File: config.mk
export PLATFORM = sky130hd
export DESIGN_NAME = sliding_window_sender_with_rto_flat
export DESIGN_NICKNAME = d
export VERILOG_FILES = /design/src/rtl/sws_pkg.sv /design/src/rtl/sws_ifs.sv /design/src/rtl/sws_rtt_est.sv /design/src/rtl/sliding_window_sender_with_rto.sv /design/src/flat_wrapper.sv
export SDC_FILE = /design/constraint.sdc
export NUM_CORES = 2
export LEC_CHECK = 0
export ABC_CLOCK_PERIOD_IN_PS = 30400
export BUFFER_PORTS_ARGS = -buffer_cell sky130_fd_sc_hd__buf_2
export CORE_MARGIN = 3
export CORE_UTILIZATION = 30
export CTS_BUF_LIST = sky130_fd_sc_hd__clkbuf_16
export CTS_CLUSTER_SIZE = 25
export DETAILED_ROUTE_END_ITERATION = 8
export PLACE_DENSITY = 0.53
export SKIP_CTS_REPAIR_TIMING = 1
export SYNTH_ARGS = -nofsm -noshare
export SYNTH_HDL_FRONTEND = slang
export SYNTH_SLANG_ARGS = --single-unit
File: constraint.sdc
create_clock -name clk -period 30.4 [get_ports clk]
set_clock_uncertainty 0.2 [all_clocks]
set_input_delay 1.52 -clock clk [delete_from_list [all_inputs] [get_ports clk]]
set_output_delay 1.52 -clock clk [all_outputs]
set_load 0.05 [all_outputs]
File: src/rtl/sws_pkg.sv
package sws_pkg;

  // Width of the sequence and ACK fields on the channels.
  localparam int SEQ_W = 16;
  // Register fields.
  localparam int WIN_REG_W = 7;
  localparam int SHIFT_W   = 3;
  localparam int DUP_W     = 3;
  localparam int RTO_W     = 32;
  localparam int CFG_IDX_W = 3;
  localparam int CFG_DATA_W = 32;

  localparam logic [RTO_W-1:0] RTO_RESET  = 32'd1000000;
  localparam logic [RTO_W-1:0] SRTT_RESET = 32'd1000;
  localparam logic [RTO_W-1:0] DEV_RESET  = 32'd1;

  typedef enum logic {
    OP_TICK = 1'b0,
    OP_ACK  = 1'b1
  } opcode_e;

  typedef enum logic [2:0] {
    ACT_NONE     = 3'd0,
    ACT_SEND_NEW = 3'd1,
    ACT_FAST_RTX = 3'd2,
    ACT_TMO_RTX  = 3'd3,
    ACT_ACKED    = 3'd4,
    ACT_COMPLETE = 3'd5,
    ACT_REJECTED = 3'd6
  } action_e;

  typedef enum logic [CFG_IDX_W-1:0] {
    REG_WINDOW_SIZE   = 3'd0,
    REG_TOTAL_PACKETS = 3'd1,
    REG_INITIAL_RTO   = 3'd2,
    REG_ALPHA_SHIFT   = 3'd3,
    REG_BETA_SHIFT    = 3'd4,
    REG_DUP_THRESHOLD = 3'd5
  } cfg_reg_e;

  // Updated RTT estimate produced from one sample.
  typedef struct packed {
    logic [RTO_W-1:0] srtt;
    logic [RTO_W-1:0] dev;
    logic [RTO_W-1:0] rto;
  } rtt_est_t;

endpackage

File: src/rtl/sws_ifs.sv
interface sws_event_if;
  import sws_pkg::*;
  logic             valid;
  logic             ready;
  logic             opcode;
  logic [SEQ_W-1:0] ack_value;

  modport source (output valid, output opcode, output ack_value, input ready);
  modport sink   (input valid, input opcode, input ack_value, output ready);
endinterface

interface sws_result_if;
  import sws_pkg::*;
  logic             valid;
  logic             ready;
  logic [2:0]       action;
  logic [SEQ_W-1:0] seq_num;
  logic [SEQ_W-1:0] acked_count;
  logic [RTO_W-1:0] timeout_value;

  modport source (output valid, output action, output seq_num, output acked_count,
                  output timeout_value, input ready);
  modport sink   (input valid, input action, input seq_num, input acked_count,
                  input timeout_value, output ready);
endinterface

File: src/rtl/sws_rtt_est.sv
module sws_rtt_est (
  input  logic [sws_pkg::RTO_W-1:0]   srtt,
  input  logic [sws_pkg::RTO_W-1:0]   dev,
  input  logic [sws_pkg::RTO_W-1:0]   sample,
  input  logic [sws_pkg::SHIFT_W-1:0] alpha_shift,
  input  logic [sws_pkg::SHIFT_W-1:0] beta_shift,
  output sws_pkg::rtt_est_t           est
);
  import sws_pkg::*;

  logic [RTO_W-1:0] srtt_new;
  logic [RTO_W-1:0] diff;
  logic [RTO_W-1:0] dev_new;
  logic [RTO_W+2:0] rto_sum;

  // old - old/2^s + sample/2^s never exceeds the 32-bit range
  always_comb begin
    srtt_new = srtt - (srtt >> alpha_shift) + (sample >> alpha_shift);
    diff     = (sample >= srtt_new) ? (sample - srtt_new) : (srtt_new - sample);
    dev_new  = dev - (dev >> beta_shift) + (diff >> beta_shift);
    rto_sum  = {3'b000, srtt_new} + {1'b0, dev_new, 2'b00};
    est.srtt = srtt_new;
    est.dev  = dev_new;
    est.rto  = (rto_sum[RTO_W+2:RTO_W] != 3'b000) ? '1 : rto_sum[RTO_W-1:0];
  end

endmodule

File: src/rtl/sliding_window_sender_with_rto.sv
// An accepted beat is held in the input stage, processed as it advances, and its result
// beat is presented from the result register until taken.
// Throughput: one event beat per cycle, with results drained every cycle.
// Reset (rst, synchronous, active high) restores all window, timer and RTT
// state and the register defaults; the sent-time memory is not cleared.
module sliding_window_sender_with_rto #(
  parameter int MAX_WINDOW = 64,
  parameter int TIME_BITS  = 32
) (
  input  logic                           clk,
  input  logic                           rst,
  input  logic                           cfg_we,
  input  logic [sws_pkg::CFG_IDX_W-1:0]  cfg_index,
  input  logic [sws_pkg::CFG_DATA_W-1:0] cfg_data,
  sws_event_if.sink                      events,
  sws_result_if.source                   results
);
  import sws_pkg::*;

  localparam int WIN_W     = $clog2(MAX_WINDOW + 1);
  localparam int MEM_AW    = $clog2(MAX_WINDOW);
  localparam int MEM_DEPTH = 1 << MEM_AW;
  localparam int SQ_W      = SEQ_W + 1;  // next_seq may reach 2^SEQ_W
  localparam int LIM_W     = SEQ_W + 2;

  // ---------------------------------------------------------------------------
  // Configuration registers. initial_rto only loads rto, so it keeps no copy.
  // ---------------------------------------------------------------------------
  logic [WIN_REG_W-1:0] window_size;
  logic [SEQ_W-1:0]     total_packets;
  logic [SHIFT_W-1:0]   alpha_shift;
  logic [SHIFT_W-1:0]   beta_shift;
  logic [DUP_W-1:0]     dup_threshold;

  // ---------------------------------------------------------------------------
  // Protocol state
  // ---------------------------------------------------------------------------
  logic [SQ_W-1:0]      send_base, send_base_next;
  logic [SQ_W-1:0]      next_seq, next_seq_next;
  logic [DUP_W-1:0]     dup_count, dup_count_next;
  logic [RTO_W-1:0]     smoothed_rtt, smoothed_rtt_next;
  logic [RTO_W-1:0]     rtt_deviation, rtt_deviation_next;
  logic [RTO_W-1:0]     rto, rto_next;
  logic [RTO_W-1:0]     timer_left, timer_left_next;
  logic                 timer_on, timer_on_next;
  logic [TIME_BITS-1:0] now_ticks, now_ticks_next;
  logic                 finished, finished_next;

  // ---------------------------------------------------------------------------
  // Input stage: one event beat held while the result register is busy.
  // ---------------------------------------------------------------------------
  logic             s1_valid;
  opcode_e          s1_opcode;
  logic [SEQ_W-1:0] s1_ack;
  logic             accept;
  logic             advance;

  // Result register
  logic             out_valid;
  action_e          out_action;
  logic [SEQ_W-1:0] out_seq;
  logic [SEQ_W-1:0] out_acked;
  logic [RTO_W-1:0] out_rto;

  // Advance whenever the result register is empty or being drained.
  assign advance      = s1_valid && (!out_valid || results.ready);
  assign events.ready = !s1_valid || advance;
  assign accept       = events.valid && events.ready;

  always_ff @(posedge clk) begin
    if (rst) begin
      s1_valid <= 1'b0;
    end else if (accept) begin
      s1_valid <= 1'b1;
    end else if (advance) begin
      s1_valid <= 1'b0;
    end
  end

  always_ff @(posedge clk) begin
    if (accept) begin
      s1_opcode <= opcode_e'(events.opcode);
      s1_ack    <= events.ack_value;
    end
  end

  // ---------------------------------------------------------------------------
  // Sent-time memory. Slots are indexed by the low bits of the sequence number;
  // at most MAX_WINDOW packets are in flight, so a live slot is never reused.
  // The read for an ACK is issued as its beat is accepted, and a write on the
  // same edge to the same slot is forwarded.
  // ---------------------------------------------------------------------------
  logic [TIME_BITS-1:0] send_stamps [MEM_DEPTH];
  logic                 mem_we;
  logic [MEM_AW-1:0]    mem_waddr;
  logic [MEM_AW-1:0]    mem_raddr;
  logic [SEQ_W-1:0]     ack_minus1;
  logic [TIME_BITS-1:0] rd_data;
  logic                 fwd_hit;
  logic [TIME_BITS-1:0] fwd_data;
  logic [TIME_BITS-1:0] send_stamp;

  assign ack_minus1 = events.ack_value - SEQ_W'(1);
  assign mem_raddr  = ack_minus1[MEM_AW-1:0];
  assign mem_waddr  = next_seq[MEM_AW-1:0];

  always_ff @(posedge clk) begin
    if (advance && mem_we) begin
      send_stamps[mem_waddr] <= now_ticks_next;
    end
    if (accept) begin
      rd_data  <= send_stamps[mem_raddr];
      fwd_hit  <= advance && mem_we && (mem_waddr == mem_raddr);
      fwd_data <= now_ticks_next;
    end
  end

  assign send_stamp = fwd_hit ? fwd_data : rd_data;

  // ---------------------------------------------------------------------------
  // RTT sample, saturated to 32 bits, and the estimator update
  // ---------------------------------------------------------------------------
  logic [TIME_BITS-1:0] elapsed;
  logic [63:0]          elapsed_ext;
  logic [RTO_W-1:0]     sample;
  rtt_est_t             est;

  assign elapsed     = now_ticks - send_stamp;
  assign elapsed_ext = 64'(elapsed);
  assign sample      = (elapsed_ext > 64'hFFFF_FFFF) ? '1 : elapsed_ext[RTO_W-1:0];

  sws_rtt_est u_rtt_est (
    .srtt        (smoothed_rtt),
    .dev         (rtt_deviation),
    .sample      (sample),
    .alpha_shift (alpha_shift),
    .beta_shift  (beta_shift),
    .est         (est)
  );

  // ---------------------------------------------------------------------------
  // Event processing
  // ---------------------------------------------------------------------------
  logic [WIN_W-1:0] win;
  logic [LIM_W-1:0] win_limit;
  logic             send_ok;
  logic [SQ_W-1:0]  ack_ext;
  logic [SQ_W-1:0]  total_ext;
  logic [DUP_W-1:0] dup_inc;
  action_e          action;
  logic [SQ_W-1:0]  seq_sel;
  logic [SQ_W-1:0]  acked_sel;

  // Clamp the window register to 1..MAX_WINDOW.
  always_comb begin
    if (window_size == '0) begin
      win = WIN_W'(1);
    end else if (32'(window_size) > 32'(MAX_WINDOW)) begin
      win = WIN_W'(MAX_WINDOW);
    end else begin
      win = WIN_W'(window_size);
    end
  end

  assign total_ext = SQ_W'(total_packets);
  assign ack_ext   = SQ_W'(s1_ack);
  assign win_limit = LIM_W'(send_base) + LIM_W'(win);
  assign send_ok   = (LIM_W'(next_seq) < win_limit) && (next_seq <= total_ext);
  assign dup_inc   = dup_count + DUP_W'(1);

  always_comb begin
    action             = ACT_NONE;
    seq_sel            = send_base;
    send_base_next     = send_base;
    next_seq_next      = next_seq;
    dup_count_next     = dup_count;
    smoothed_rtt_next  = smoothed_rtt;
    rtt_deviation_next = rtt_deviation;
    rto_next           = rto;
    timer_left_next    = timer_left;
    timer_on_next      = timer_on;
    now_ticks_next     = now_ticks;
    finished_next      = finished;
    mem_we             = 1'b0;

    // Once the transfer is complete every event is a no-op.
    if (!finished) begin
      if (s1_opcode == OP_TICK) begin
        now_ticks_next = now_ticks + TIME_BITS'(1);
        if (timer_on && (timer_left <= RTO_W'(1))) begin
          // Timer expired: resend the base and rearm.
          action          = ACT_TMO_RTX;
          seq_sel         = send_base;
          timer_left_next = rto;
        end else begin
          if (timer_on) begin
            timer_left_next = timer_left - RTO_W'(1);
          end
          if (send_ok) begin
            action        = ACT_SEND_NEW;
            seq_sel       = next_seq;
            mem_we        = 1'b1;
            next_seq_next = next_seq + SQ_W'(1);
            if (!timer_on) begin
              timer_on_next   = 1'b1;
              timer_left_next = rto;
            end
          end
        end
      end else begin
        if (ack_ext > next_seq) begin
          // ACK for data never sent: drop it.
          action = ACT_REJECTED;
        end else if (ack_ext > send_base) begin
          smoothed_rtt_next  = est.srtt;
          rtt_deviation_next = est.dev;
          rto_next           = est.rto;
          send_base_next     = ack_ext;
          dup_count_next     = '0;
          seq_sel            = ack_ext;
          if ((ack_ext - SQ_W'(1)) >= total_ext) begin
            finished_next   = 1'b1;
            timer_on_next   = 1'b0;
            timer_left_next = '0;
            action          = ACT_COMPLETE;
          end else begin
            action = ACT_ACKED;
            if (ack_ext == next_seq) begin
              // Nothing left in flight: stop the timer.
              timer_on_next   = 1'b0;
              timer_left_next = '0;
            end else begin
              timer_on_next   = 1'b1;
              timer_left_next = est.rto;
            end
          end
        end else if (send_base < next_seq) begin
          // Duplicate ACK with data outstanding.
          dup_count_next = dup_inc;
          if (dup_inc >= dup_threshold) begin
            action          = ACT_FAST_RTX;
            seq_sel         = send_base;
            dup_count_next  = '0;
            timer_on_next   = 1'b1;
            timer_left_next = rto;
          end
        end
      end
    end
  end

  assign acked_sel = send_base_next - SQ_W'(1);

  // ---------------------------------------------------------------------------
  // State and configuration registers
  // ---------------------------------------------------------------------------
  always_ff @(posedge clk) begin
    if (rst) begin
      window_size   <= WIN_REG_W'(8);
      total_packets <= SEQ_W'(1);
      alpha_shift   <= SHIFT_W'(3);
      beta_shift    <= SHIFT_W'(2);
      dup_threshold <= DUP_W'(2);
      send_base     <= SQ_W'(1);
      next_seq      <= SQ_W'(1);
      dup_count     <= '0;
      smoothed_rtt  <= SRTT_RESET;
      rtt_deviation <= DEV_RESET;
      rto           <= RTO_RESET;
      timer_left    <= '0;
      timer_on      <= 1'b0;
      now_ticks     <= '0;
      finished      <= 1'b0;
    end else begin
      if (advance) begin
        send_base     <= send_base_next;
        next_seq      <= next_seq_next;
        dup_count     <= dup_count_next;
        smoothed_rtt  <= smoothed_rtt_next;
        rtt_deviation <= rtt_deviation_next;
        rto           <= rto_next;
        timer_left    <= timer_left_next;
        timer_on      <= timer_on_next;
        now_ticks     <= now_ticks_next;
        finished      <= finished_next;
      end
      if (cfg_we) begin
        case (cfg_index)
          REG_WINDOW_SIZE:   window_size   <= cfg_data[WIN_REG_W-1:0];
          REG_TOTAL_PACKETS: total_packets <= cfg_data[SEQ_W-1:0];
          REG_INITIAL_RTO:   rto           <= cfg_data[RTO_W-1:0];
          REG_ALPHA_SHIFT:   alpha_shift   <= cfg_data[SHIFT_W-1:0];
          REG_BETA_SHIFT:    beta_shift    <= cfg_data[SHIFT_W-1:0];
          REG_DUP_THRESHOLD: dup_threshold <= cfg_data[DUP_W-1:0];
          default: ;
        endcase
      end
    end
  end

  // ---------------------------------------------------------------------------
  // Result register: hold the beat until taken, load as the next event advances.
  // ---------------------------------------------------------------------------
  always_ff @(posedge clk) begin
    if (rst) begin
      out_valid <= 1'b0;
    end else if (advance) begin
      out_valid <= 1'b1;
    end else if (results.ready) begin
      out_valid <= 1'b0;
    end
  end

  always_ff @(posedge clk) begin
    if (advance) begin
      out_action <= action;
      out_seq    <= seq_sel[SEQ_W-1:0];
      out_acked  <= acked_sel[SEQ_W-1:0];
      out_rto    <= rto_next;
    end
  end

  assign results.valid         = out_valid;
  assign results.action        = out_action;
  assign results.seq_num       = out_seq;
  assign results.acked_count   = out_acked;
  assign results.timeout_value = out_rto;

endmodule
File: src/flat_wrapper.sv
// flat-port wrapper written by rule: the top's interface ports become plain ports
module sliding_window_sender_with_rto_flat import sws_pkg::*;
#(
  parameter int MAX_WINDOW = 64,
  parameter int TIME_BITS  = 32
)
  (clk, rst, cfg_we, cfg_index, cfg_data, events_valid, events_opcode, events_ack_value, events_ready, results_valid, results_action, results_seq_num, results_acked_count, results_timeout_value, results_ready);
  sws_event_if events_i ();
  sws_result_if results_i ();
  input  logic clk;
  input  logic rst;
  input  logic cfg_we;
  input  logic [sws_pkg::CFG_IDX_W-1:0] cfg_index;
  input  logic [sws_pkg::CFG_DATA_W-1:0] cfg_data;
  input wire logic [$bits(events_i.valid)-1:0] events_valid;
  input wire logic [$bits(events_i.opcode)-1:0] events_opcode;
  input wire logic [$bits(events_i.ack_value)-1:0] events_ack_value;
  output wire logic [$bits(events_i.ready)-1:0] events_ready;
  output wire logic [$bits(results_i.valid)-1:0] results_valid;
  output wire logic [$bits(results_i.action)-1:0] results_action;
  output wire logic [$bits(results_i.seq_num)-1:0] results_seq_num;
  output wire logic [$bits(results_i.acked_count)-1:0] results_acked_count;
  output wire logic [$bits(results_i.timeout_value)-1:0] results_timeout_value;
  input wire logic [$bits(results_i.ready)-1:0] results_ready;
  assign events_i.valid = events_valid;
  assign events_i.opcode = events_opcode;
  assign events_i.ack_value = events_ack_value;
  assign events_ready = events_i.ready;
  assign results_valid = results_i.valid;
  assign results_action = results_i.action;
  assign results_seq_num = results_i.seq_num;
  assign results_acked_count = results_i.acked_count;
  assign results_timeout_value = results_i.timeout_value;
  assign results_i.ready = results_ready;
  sliding_window_sender_with_rto #(.MAX_WINDOW(MAX_WINDOW), .TIME_BITS(TIME_BITS)) u_core (.clk(clk), .rst(rst), .cfg_we(cfg_we), .cfg_index(cfg_index), .cfg_data(cfg_data), .events(events_i), .results(results_i));
endmodule
[Word level (Yosys, flattened, before mapping)]
Memory sizes are Yosys's and may differ from the RTL's. A register that Yosys moved wholly into a read port is not among the register bits.
Index checks and enable logic that the tools add are counted.
Widths: inputs -> output; s select.
Storage, ports and cells
  flip-flop bits (word level): 350
  memory bits (writable): 2048
  input bits: 57
  memories kept: 1
Cells by class
  $add $sub $neg: 16
  order comparisons: 11
  equality and inequality tests: 11
  shift operators: 4
  multiplexer cells: 69
  bitwise logic cells: 4
  reductions and logical operators: 27
Memory list
  u_core.send_stamps: depth 64, bits a word 32, rd ports 1, clocked after Yosys merged registers in 1, write ports 1, line sliding_window_sender_with_rto.sv:93  | logic [TIME_BITS-1:0] send_stamps [MEM_DEPTH];
Operator list (count)
  $mux 32: 24
  $sub 32x32->32: 5
  $shr 32x3->32: 4
  $mux 17: 4
  $add 32x32->32: 2
  $mux 16: 4
  $add 32x34->35: 1
  $gt 16x17->1: 2
  $add 32x1->32 const B: 1
  $ge 32x32->1: 1
  $gt 32x32->1 const B: 1
  $le 32x1->1 const B: 1
  $sub 32x1->32 const B: 1
  $mux 1: 26
  $mux 3: 8
  $reduce_and 5->1: 4
  $add 17x7->18: 1
  $lt 17x18->1: 1
  $add 17x1->17 const B: 1
  $eq 16x17->1: 1
  $ge 17x16->1: 1
  $le 17x16->1: 1
  $lt 17x17->1: 1
  $sub 16x1->17 const B: 1
  other kinds (24): 45

[Depth between registers and ports, before layout]
  depth after elaboration: 20
  mapped depth: 70
  gate-level depth less buffers: 64

[By module]
A second synthesis with hierarchy kept.
Second synthesis, totals
  cell total of the unflattened synthesis: 7433
  area, all modules: 114597.4 um2
By module, submodules not included
  sliding_window_sender_with_rto: instances 1, cells an instance 5299, area each 98769.7 um2
  sws_rtt_est: instances 1, cells an instance 2134, area each 15827.7 um2

[Least setup slack after synthesis]
No wires, ideal clock.
  kind: register to register
  start: register u_core.fwd_hit
  end: register u_core.out_rto[30] (netlist: u_core.results.timeout_value[30]) (data pin)
  library setup time: 0.268 ns
  data arrival time: 14.983 ns
  required time: 29.932 ns
  setup slack: 14.949 ns
  stages on the path, launching flop included: 65
  path buffers: 5
  cells stage by stage: edfxtp_1 clkbuf_1 buf_1 mux2i_1 ha_1 nor2b_1 o2111ai_1 nand2_1 a21o_1 a21o_1 a21o_1 a21oi_1 xnor2_1 inv_1 mux4_2 a21oi_1 fa_1 ha_1 [... 29 more ...] o21ai_0 o21ai_0 xor2_1 ha_1 a211oi_1 nand2_1 a31oi_1 o21ai_0 maj3_1 o21ai_1 a31o_1 maj3_1 o21ai_1 a221oi_1 o221ai_2 buf_2 nor3b_1 o21ai_0
RTL lines
  start, declared: line sliding_window_sender_with_rto.sv:99  | logic fwd_hit;
  start signal, assigned: line sliding_window_sender_with_rto.sv:113  | fwd_hit <= advance && mem_we && (mem_waddr == mem_raddr);
  end signal, assigned: line sliding_window_sender_with_rto.sv:319  | out_rto <= rto_next;
  end, declared: line sliding_window_sender_with_rto.sv:63  | logic [RTO_W-1:0] out_rto;

==> reports/qor.yml <==
setup_path:
  path_common_cell: "o21ai_0"
  path_max_fanout: 53
  crit_type: "register to register"
  cp-end-kind: "register"
  required_ps: 30780
  crit_arrival_ps: 19080
  crit_path_start_kind: "register"
  cpPeakStageDelay_ps: 610
  crit_slowest_cell: "o2111ai_1"
cts:
  clk_latency_ps: 900
  cts.sinks: 2429
  cts_root_buffer: "clkbuf_16"
  cts_made_buffers: 274
  htreeDepth: 5
  cts.reportedPaths.clkPinSlew_ps: 60
  cts_tree: "done"
  ctsLongestPathBuffers: 4
sta:
  worstMarginPinSlew_ps: 1190
  rsz0062_at_grt: "false"
  fmax_mhz: 53.5
  post-route-min-period_ps: 18700
  slew_headroom_pct: 20.7
  setup_viol: 0
  tns_ps: 0
  final_max_slew_viol_count: 0
  hold_viol_final: 0
  finalCritPeriodShare_pct: 61.5
cells_and_area:
  multiInputGateArea_um2: 41700
  final_layout_size_suffix_gt1_share_pct: 20.1
  regArea_um2: 70600
  area_growth_pct: 14.5
  fill_cells: 35900
  nets: 8075
yosys:
  synthTopCellsByArea: "edfxtp_1, mux4_2, dfxtp_1"
  yosysUniqueCellTypes: 99
  synth_edf_count: 2197
  yosysTopAreaCell: "edfxtp_1"
  ys_warn_count: 0
  synth_area_um2: 114000
  netlist.area_leader.share_pct: 57.9
  syn_avg_cell_area_um2: 15.2
  netlist_instances: 7480
  syn_nets: 7890
  synth-seq-cells: 2429
  ys.flop_type: "edfxtp_1"
  ys_async_sr_fraction_pct: 0
  ys_seq_area_share_pct: 62.0
floorplan:
  core_um2: 377000
  core.rowCount: 225
  dieHeight_um: 622
  initial_core_util_pct: 30.2
  dieArea_um2: 387000
  die_x_um: 622
  ios: 126
route:
  drt_iter0_drc: 7123
  dr_wl_met2_um: 172000
  route.vias.total: 68900
  antenna_left: 0
  dr.max_layer_used: "met5"
  drt_pre_antenna_iters: 6
  wl_per_cell_um: 27.4
  wirelength_um: 352000
  drc: 0
  wl_met1_um: 148000
  via_per_inst: 5.35
  wl_met3_um: 20700
global_route:
  grt_max_degree: 92
  grt_pass1_wl_um: 504000
  track_usage_pct: 17.7
  grt-ovfl-total: 0
  antenna_found_initial: 29
  grt_pass1_vias: 69600
status:
  status: "finished, final reports clean"
placement:
  dp_hpwl_um: 220000
  portBuffers: 125
  routabilityCongestion: 0.887
min_path:
  hold_class: "register to register"
job:
  maxCapViolations: 0
[flip-flops by register name, indices dropped and copies added (netlist names), 17 cells and up]
signal	cells
u_core.send_stamps	2048
u_core.fwd_data	32
u_core.now_ticks	32
u_core.rd_data	32
u_core.results.timeout_value	32
u_core.rto	32
u_core.rtt_deviation	32
u_core.smoothed_rtt	32
u_core.timer_left	32
u_core.next_seq	17
[metal layers]
layer	vias up	global-route usage [%]
li1	29700	-
met1	36300	23.8
met2	2375	29.8
met3	547	2.27
met4	2	5.49
met5	-	0
[worst paths after layout]
| check | start | end | slack [ps] | cells past startpoint |
|---|---|---|---|---|
| worst max-delay path | u_core.fwd_hit | u_core.results.timeout_value[30] | 11700 | 65 |
| worst min-delay path | u_core.total_packets[12] | u_core.total_packets[12] | 260 | 2 |
| worst min register to register | u_core.total_packets[12] | u_core.total_packets[12] | 260 | 2 |
| worst max register to register | u_core.fwd_hit | u_core.results.timeout_value[30] | 11700 | 65 |
[layout by cell type (no fill, tap or decap), types with 24 or more instances in the layout]
cell type / instances
clkinv_2: 31
o211ai_1: 62
a22oi_1: 28
buf_4: 178
inv_1: 345
dfxtp_1: 226
mux4_2: 713
o21bai_1: 33
nor2b_1: 44
a211oi_1: 46
clkinv_1: 54
mux2i_1: 189
nor2_1: 348
nand3_1: 116
mux2_2: 24
xor2_1: 97
a31oi_1: 36
clkbuf_16: 281
nor3_1: 116
and3_1: 28
xnor2_1: 132
a21oi_1: 376
nor2_4: 58
buf_2: 123
ha_1: 285
and2_1: 34
o21ai_0: 289
nand2_1: 564
o21a_1: 58
or3_1: 35
fa_1: 67
edfxtp_1: 2197
nand4_1: 53
nand2b_1: 38
a21o_1: 114
[critical path, delay by kind of cell, from the launching register on]
family	cells	cell delay [ps]
buf+inv	7	1440
fa+ha+maj	10	3750
compound gates	32	8400
simple gates	10	2390
mux	3	960
flops	1	320
xor+xnor	3	870
[synthesized netlist by cell type, types with 38 or more instances]
cell type / instances
a211oi_1: 46
a21o_1: 114
a21oi_1: 376
buf_1: 58
clkbuf_1: 320
dfxtp_1: 232
edfxtp_1: 2197
fa_1: 67
ha_1: 286
inv_1: 284
mux2i_1: 189
mux4_2: 713
nand2_1: 565
nand2b_1: 38
nand3_1: 117
nand4_1: 53
nor2_1: 408
nor2b_1: 44
nor3_1: 121
o211ai_1: 62
o21a_1: 58
o21ai_0: 291
xnor2_1: 154
xor2_1: 111
[cell families after synthesis]
| group | share of synthesized area (%) |
|---|---|
| AO/OA/AOI/OAI | 7.15 |
| AND/OR/NAND/NOR | 6.12 |
| adder cells (fa/ha/maj) | 4.35 |
| multiplexers | 16.0 |
| buffers and inverters | 2.30 |
| flip-flops | 62.0 |
| XOR/XNOR | 2.06 |
[final cells by class]
cell class,instances,share of cell area [%]
clock buffer,281,5.39
tap,4994,4.79
multi-input combinational,4363,31.9
inverter,290,0.836
sequential,2429,54.1
antenna,13,0.0249
clock inverter,200,1.30
timing repair buffer,307,1.58
[metrics by stage]
stage          hold WS (ps)  instances  area [µm²]  worst slack [ps]  utilization (%)
6_report                264      12900      130000             11700             34.6
5_1_grt                 286      12900      130000             10290             34.6
4_1_cts                 261      12900      130000             11830             34.6
3_5_place_dp            253      12400      122000             11850             32.3
3_3_place_gp            244      12400      122000             11990             32.3
2_1_floorplan           236       7480      114000             14950                -
Power is not shown: default switching activity piles up to over one toggle a cycle in this logic, so the estimate is an artifact.
